--- src/m4au_ram.sv ---
// Generic single-write, single-read RAM with registered read data.
`default_nettype none
module m4au_ram #(
	parameter int WIDTH = 32,
	parameter int DEPTH = 4
) (
	input  wire logic                     clk,
	input  wire logic                     we,
	input  wire logic [$clog2(DEPTH)-1:0] waddr,
	input  wire logic [WIDTH-1:0]         wdata,
	input  wire logic [$clog2(DEPTH)-1:0] raddr,
	output logic      [WIDTH-1:0]         rdata
);

	logic [WIDTH-1:0] mem_q [DEPTH];
	logic [WIDTH-1:0] rdata_q;

	always_ff @(posedge clk) begin
		if (we) begin
			mem_q[waddr] <= wdata;
		end
		rdata_q <= mem_q[raddr];
	end

	assign rdata = rdata_q;

endmodule
`default_nettype wire

--- config.mk ---
export PLATFORM = sky130hd
export DESIGN_NAME = m4au_ram
export DESIGN_NICKNAME = d
export VERILOG_FILES = /design/src/m4au_ram.sv
export SDC_FILE = /design/constraint.sdc
export NUM_CORES = 1
export LEC_CHECK = 0
export BUFFER_PORTS_ARGS = -buffer_cell sky130_fd_sc_hd__buf_2
export CELL_PAD_IN_SITES_DETAIL_PLACEMENT = 1
export CELL_PAD_IN_SITES_GLOBAL_PLACEMENT = 1
export CORE_ASPECT_RATIO = 1.4
export CORE_MARGIN = 4
export CORE_UTILIZATION = 40
export CTS_BUF_LIST = sky130_fd_sc_hd__clkbuf_8
export DETAILED_ROUTE_END_ITERATION = 10
export GPL_TIMING_DRIVEN = 0
export PLACE_DENSITY = 0.68
export SLEW_MARGIN = 40
export SYNTH_ARGS = -nofsm -noshare
export SYNTH_HDL_FRONTEND = slang
export SYNTH_SLANG_ARGS = --single-unit
--- constraint.sdc ---
create_clock -name clk -period 8.2 [get_ports clk]
set_input_delay 1.64 -clock clk [delete_from_list [all_inputs] [get_ports clk]]
set_output_delay 1.64 -clock clk [all_outputs]
set_load 0.02 [all_outputs]
After elaboration in Yosys (flattened, before gate mapping)
Memory sizes are Yosys's and may differ from the RTL's. A register that Yosys moved wholly into a read port is not among the register bits. Cells that the tools add are included. Widths: inputs -> output; s select.

$add $sub $neg: 0. Equal/unequal tests: 0. Divide/modulo/power cells: 0. Bitwise gates (word level): 0. $mul: 0. Reductions and logical operators: 0. $lt $le $gt $ge: 0. Shift operators: 0. Mux-type cells: 2.

Operator list (count): $mux 1 (2).

Input port bits: 38. Register bits after elaboration: 0. Memories: 1. ROM bits: 0. Output and inout bits: 32. Memory bits (writable): 128. Bits in latches: 0.

Memories: mem_q (depth 4, bits a word 32, read ports 1, clocked after memory_dff 1, wr ports 1, RTL line 15) `logic [WIDTH-1:0] mem_q [DEPTH];`.

Longest topological paths before layout
Gate-level depths: netlist of the first run.

Depth in word-level cells: 2. Mapped depth: 3.

Worst setup path after synthesis of the first run
Ideal clock, no wire load.

Path kind: input-to-reg. From: input waddr[1]. To: memory mem_q[0][0], enable pin. Setup time: 468 ps. Arrival: 4043 ps. Buffers on the path: 0. Slack: 3689 ps. Stages: 1. Data required time: 7732 ps. Cells stage by stage: nor3b_1.

RTL lines: start: declaration (RTL line 9) `input wire logic [$clog2(DEPTH)-1:0] waddr,`; end: declaration (RTL line 15).

Straight into the memory's write port.

Final worst setup path of the first run
From: register rdata_q[16] (netlist: rdata[16]), read port of mem_q. To: output rdata[16].

RTL lines: start: declaration (RTL line 16) `logic [WIDTH-1:0] rdata_q;`; end: declaration (RTL line 12) `output logic [WIDTH-1:0] rdata`.

No word-level cell between the ends.

==> metrics.yaml, run 1 <==
status: "finished clean"
setup_slack_ns: 5.61
synthAdderAreaFrac: 0
syn_inst: 203
grt_pass1_vias: 2657
cts_resized: 0
setup-tns-final_ns: 0
synth_top_area_share: 0.721
ys_seq_area_frac: 0.841
crit_buf_inv: 1
syn_nets: 241
final_common_cell: "edfxtp_1"
critPathKind: "register to output port"
syn_area_per_cell_um2: 26.3
hold_buffers: 0
placedCellCount: 457
rows: 49
globalplace.congestion: 0.632
layout_common_cells: "edfxtp_1 (128), buf_2 (72), dfxtp_1 (32), mux4_2 (30), clkbuf_8 (17)"
path_clk_slew_ns: 0.08
hp-class: "register to register"
nFillCells: 1166
ir_drop_v: 0.000104
pre_cts_ws_ns: 5.22
p_sw_w: 0.000346
cts_buffers: 17
yosys-top-cells-area: "edfxtp_1 (72%), mux4_2 (13%), dfxtp_1 (12%), buf_12 (1.1%), mux4_1 (0.99%)"
cp_top_family: "flip-flops"
first_pass_iters: 4
fp.dieH_um: 145
leakage_nw: 2.24
p_int_w: 0.00127
maxSlewViolCount: 0
start_kind: "register"
port_buffers: 68
io_pins: 70
critical_path.slowest_cell: "dfxtp_1"
track_usage: 0.135
clkPwrFrac: 0.355
start_util: 0.412
hold_ws_ns: 0.554
ys_ff_latch: 160
clkSinkCount: 160
cts_setup_buffers: 0
max_freq_ghz: 0.386
hp-start: "mem_q[0][0]$_DFFE_PP_"
cpPeakStageDelay_ns: 0.35
synth.cell_area_mm2: 0.00533
htree_levels: 4
rr_worst_depth: 1
setup-violations-final: 0
max_slew.worst_pin.slew_ns: 0.524
min_to: "rdata[0]$_DFF_P_"
arrival_ns: 0.95
rr_endpoint: "rdata[31]$_DFF_P_"
clock_skew_ns: 0.00891
ys_warn_count: 0
num_vias: 2319
fp.dieW_um: 106
grt_setup_unrepaired: "no"
cts_root_buf: "clkbuf_8"
max-cap-violations: 0
routedWlPerCell_um: 19.3
netSwitchingFraction: 0.214
final_layout_size_suffix_gt1_frac: 0.473
yosys.area_share.simple: 0.00587
combPwrFrac: 0.066
critical_path.max_fanout: 1
totalWireLength_um: 9440
drc_errors: 0
synth_area_leader_cell: "edfxtp_1"
synthXorXnorAreaFrac: 0
period_share: 0.316
grt_overflow_total: 0
cts_buffer_depth: 2
grt_max_degree: 33
core-area_mm2: 0.0129
reg2reg_slack_ns: 7.19
antenna_found_initial: 0
vias_per_cell: 4.73
end_kind: "output port"
final-instance-count-excl-fill: 490
dp_hpwl_um: 6170
worstPathCellList: "buf_2"
slew_headroom: 0.651
hold_depth: 1
clkLatencyLatePin_ns: 0.43
seqPwrFrac: 0.579
dieArea_mm2: 0.0153
reg2reg_from: "mem_q[1][31]$_DFFE_PP_"
required_ns: 6.56
final_nets: 336
synth.distinct_cells: 10
syn2layout_area_growth_pct: 20.1
synth-compound-area-share: 0
powerDensity_mw_per_mm2: 252
synth_top_family_by_area: "multiplexers"
drt_iter0_drc: 76
period_minus_slack_ns: 2.59
synthMuxAreaShare: 0.137
hold_viol: 0
cts_tree: "built"
final_util: 0.495
grt_pass1_wl_um: 14900
ant_nets: 0
==> synthesized netlist by cell type <==
cell type	n
mux4_1	2
edfxtp_1	128
nor3b_1	1
and3_1	1
buf_12	3
and3b_1	2
buf_2	3
buf_6	1
dfxtp_1	32
mux4_2	30
==> cell type report <==
class / count / area (µm²) / share of cell area
clock buffers: 17 / 234 / 0.0365
flip-flops and latches: 160 / 4480 / 0.700
repair buffers: 76 / 427 / 0.0666
multi-input cells: 36 / 777 / 0.121
diodes: 1 / 2.50 / 0.000391
plain buffers: 7 / 86.3 / 0.0135
well taps: 178 / 223 / 0.0348
clock inverters: 15 / 170 / 0.0266
==> flip-flops by register name, summed over array words and instances, names as in the netlist <==
signal and cells:
mem_q 128, rdata 32
==> per-layer routing <==
| layer | track usage | wire length (µm) | vias to the layer above |
|---|---|---|---|
| met1 | 0.156 | 3590 | 1218 |
| met4 | 0.0566 | 171 | 0 |
| met2 | 0.239 | 5360 | 48 |
| met5 | 0 | 0 | - |
| li1 | - | - | 1040 |
| met3 | 0.0371 | 312 | 13 |
==> power groups by stage <==
stage	registers [W]	clock network, W	logic [W]
2_1_floorplan	0.000972	0	0.0000418
3_3_place_gp	0.000954	0	0.000101
3_5_place_dp	0.000956	0	0.000110
4_1_cts	0.000937	0.000594	0.000110
5_1_grt	0.000941	0.000636	0.000116
6_report	0.000936	0.000574	0.000107
==> metrics by stage <==
step           instance area [µm²]  power [W]
4_1_cts                       6400    0.00164
5_1_grt                       6400    0.00169
3_5_place_dp                  6000    0.00107
6_report                      6400    0.00162
2_1_floorplan                 5330    0.00101
3_3_place_gp                  5890    0.00106
==> worst max path at each step <==
| stage | startpoint | to | slack (ns) | cells past startpoint |
|---|---|---|---|---|
| 2_1_floorplan | waddr[1] | mem_q[0][0]$_DFFE_PP_ | 3.69 | 1 |
| 3_3_place_gp | waddr[0] | mem_q[0][2]$_DFFE_PP_ | 1.52 | 2 |
| 3_5_place_dp | waddr[1] | mem_q[0][2]$_DFFE_PP_ | 5.22 | 6 |
| 4_1_cts | rdata[16]$_DFF_P_ | rdata[16] | 5.57 | 1 |
| 5_1_grt | rdata[29]$_DFF_P_ | rdata[29] | 5.54 | 1 |
| 6_report | rdata[16]$_DFF_P_ | rdata[16] | 5.61 | 1 |
==> cells by family after synthesis <==
kind of cell	count (synthesis)
buffers and inverters	7
DFF	160
muxes	32
and+or+nand+nor	4
No activity file was read; power rests on OpenSTA's default activity.
==> run 2, diff against run 1 <==
- ABC_AREA: unset -> 1
- PLACE_DENSITY: 0.68 -> 0.76
- clock period: 8.2 -> 2.1 ns (I/O delays scaled with it)
==> metrics.yaml, run 2 <==
status: "finished clean"
critPathKind: "input pin to register"
synth_common_cells: "nand2_1 (160), inv_1 (132), edfxtp_1 (128)"
synth_edf_count: 128  # unchanged
period_share: 0.724
globalplace.congestion: 0.738  # +17%
arrival_ns: 1.67  # +0.72 ns
end_kind: "register"
grt_overflow_total: 0  # unchanged
critPathLaunch: "waddr[0]"
ir_drop_v: 0.000386  # +270%
setup-violations-final: 0  # unchanged
cts_tree: "built"
path_clk_slew_ns: 0.10  # +0.02 ns
grt_pass1_vias: 4445  # +67%
core-area_mm2: 0.0150  # +16%
start_util: 0.406  # -0.00646
syn_inst: 541  # +170%
drt_iter0_drc: 131  # +72%
min_to: "mem_q[2][24]$_DFFE_PP_"
syn2layout_area_growth_pct: 18.6
yosys-top-cells-area: "edfxtp_1 (63%), dfxtp_1 (11%), nand2_1 (9.9%), inv_1 (8.2%), nand3_1 (5.3%)"
max_freq_ghz: 0.657
leakage_nw: 3.34  # +49%
setup-tns-final_ns: 0  # unchanged
ys_ff_latch: 160  # unchanged
hold_viol: 0  # unchanged
grt_setup_unrepaired: "no"
ys_warn_count: 0  # unchanged
hp-class: "input pin to register"
max_slew.worst_pin.slew_ns: 0.640  # +0.116 ns
clock_skew_ns: 0.0126  # +0.00369 ns
layout_common_cells: "nand2_1 (160), inv_1 (133), edfxtp_1 (128), buf_2 (77), nand3_1 (64)"
reg2reg_from: "mem_q[2][30]$_DFFE_PP_"
period_minus_slack_ns: 1.52
final_layout_size_suffix_gt1_frac: 0.209  # -0.263
antenna-diode-count: 0  # -1
grt_pass1_wl_um: 22700  # +52%
synthAdderAreaFrac: 0  # unchanged
hold_buffers: 0  # unchanged
cts_buffers: 17  # unchanged
first_pass_iters: 4  # unchanged
final_nets: 679  # +100%
num_vias: 3905  # +68%
maxSlewViolCount: 0  # unchanged
dp_hpwl_um: 9970  # +61%
synth_top_area_share: 0.632  # -0.0888
synthMuxAreaShare: 0  # -0.137
clkLatencyLatePin_ns: 0.44  # about the same
rr_endpoint: "rdata[30]$_DFF_P_"
hp-start: "wdata[24]"
cts_buffer_depth: 2  # unchanged
syn_nets: 579  # +140%
htree_levels: 4  # unchanged
rr_worst_depth: 4  # +3
syn_area_per_cell_um2: 11.2  # -57%
synth-compound-area-share: 0  # unchanged
async_flop_share: 0  # unchanged
reg2reg_slack_ns: 1.30  # -5.89 ns
synth_top_flop_cell: "edfxtp_1"
rows: 53  # +8.2%
synth.cell_area_mm2: 0.00608  # +14%
slew_headroom: 0.572  # -0.0784
required_ns: 2.25  # -4.31 ns
multi_input_comb_area_um2: 986  # +27%
ant_nets: 0  # unchanged
synth_area_leader_cell: "edfxtp_1"
drc_errors: 0  # unchanged
max-cap-violations: 0  # unchanged
final_common_cell: "nand2_1"
synth_top_family_by_area: "simple AND/OR/NAND/NOR gates"
totalWireLength_um: 14200  # +51%
clkSinkCount: 160  # unchanged
start_kind: "input pin"
vias_per_cell: 4.62  # -2.5%
yosys.area_share.simple: 0.155  # +0.149
seqCellArea_mm2: 0.00448  # unchanged
powerDensity_mw_per_mm2: 878  # +250%
routedWlPerCell_um: 16.8  # -13%
ys_seq_area_frac: 0.738  # -0.104
critical_path.max_fanout: 10  # +9
port_buffers: 68  # unchanged
synthXorXnorAreaFrac: 0  # unchanged
track_usage: 0.174  # +0.0392
hold_ws_ns: 0.179  # -0.375 ns
fp.dieH_um: 154  # +6.4%
yosysMostFrequentCell: "nand2_1"
cts_setup_buffers: 0  # unchanged
largest_register: "mem_q"
largest_reg_flops: 128  # unchanged
grt_max_degree: 17  # -48%
cts_root_buf: "clkbuf_8"
dieArea_mm2: 0.0173  # +13%
io_pins: 70  # unchanged
antenna_found_initial: 0  # unchanged
hold_depth: 1  # unchanged
synth.distinct_cells: 10  # unchanged
cts_resized: 0  # unchanged
nFillCells: 1679  # +44%
fp.dieW_um: 112  # +6.3%
==> run 2: changes by cell type in the layout (fill, tap and decap cells not counted), sizes merged, moves of 18 or more <==
cell / change
mux4: -32
inv: +138
buf: +18
nand3: +64
nand2: +160
==> run 2: cell type report <==
type                       count  share of cell area
clock inverter                15              0.0186
timing repair buffer          81              0.0665
buffer                        20              0.0213
inverter                     133              0.0692
sequential                   160               0.622
clock buffer                  17              0.0324
multi-input combinational    228               0.137
tap                          192              0.0333
==> run 2: routing by layer <==
metal  track usage  up-vias  share of wire
li1              -     1880              -
met1         0.176     1946           0.37
met2         0.334       71           0.59
met3        0.0453        8          0.032
met4        0.0704        0          0.011
met5             0        -              0
==> run 2: worst max-delay path, stage by stage <==
cell and delay, ns:
buf_2 0.16, inv_1 0.12, nor3_4 0.56, buf_6 0.24, buf_6 0.16
==> run 2: kinds of logic after synthesis <==
group / Yosys count
simple gates: 228
buf+inv: 153
flops: 160
==> run 2: power by group <==
part	total [W]	internal, W	switching, W
Sequential	0.00366	0.00361	0.0000485
Combinational	0.000557	0.000182	0.000375
Clock	0.00212	0.000950	0.00117
Total	0.00633	0.00474	0.00159
==> run 2: worst max path at each step <==
stage,slack [ns],cells after the start,end
floorplan,-0.10,2,mem_q[3][0]$_DFFE_PP_
global placement,-1.34,3,mem_q[1][13]$_DFFE_PP_
detailed placement,0.07,5,mem_q[1][3]$_DFFE_PP_
CTS,0.53,5,mem_q[1][0]$_DFFE_PP_
global route,0.47,5,mem_q[1][0]$_DFFE_PP_
finish,0.58,5,mem_q[1][0]$_DFFE_PP_
==> run 2: through the flow <==
stage	total power [W]	area [µm²]	cells	util	setup slack (ns)
CTS	0.00638	7210	846	0.481	0.534
finish	0.00633	7210	846	0.481	0.579
detailed placement	0.00429	6840	814	0.457	0.0687
floorplan	0.00403	6100	541	-	-0.104
global placement	0.00423	6690	801	0.446	-1.34
global route	0.00658	7210	846	0.481	0.472
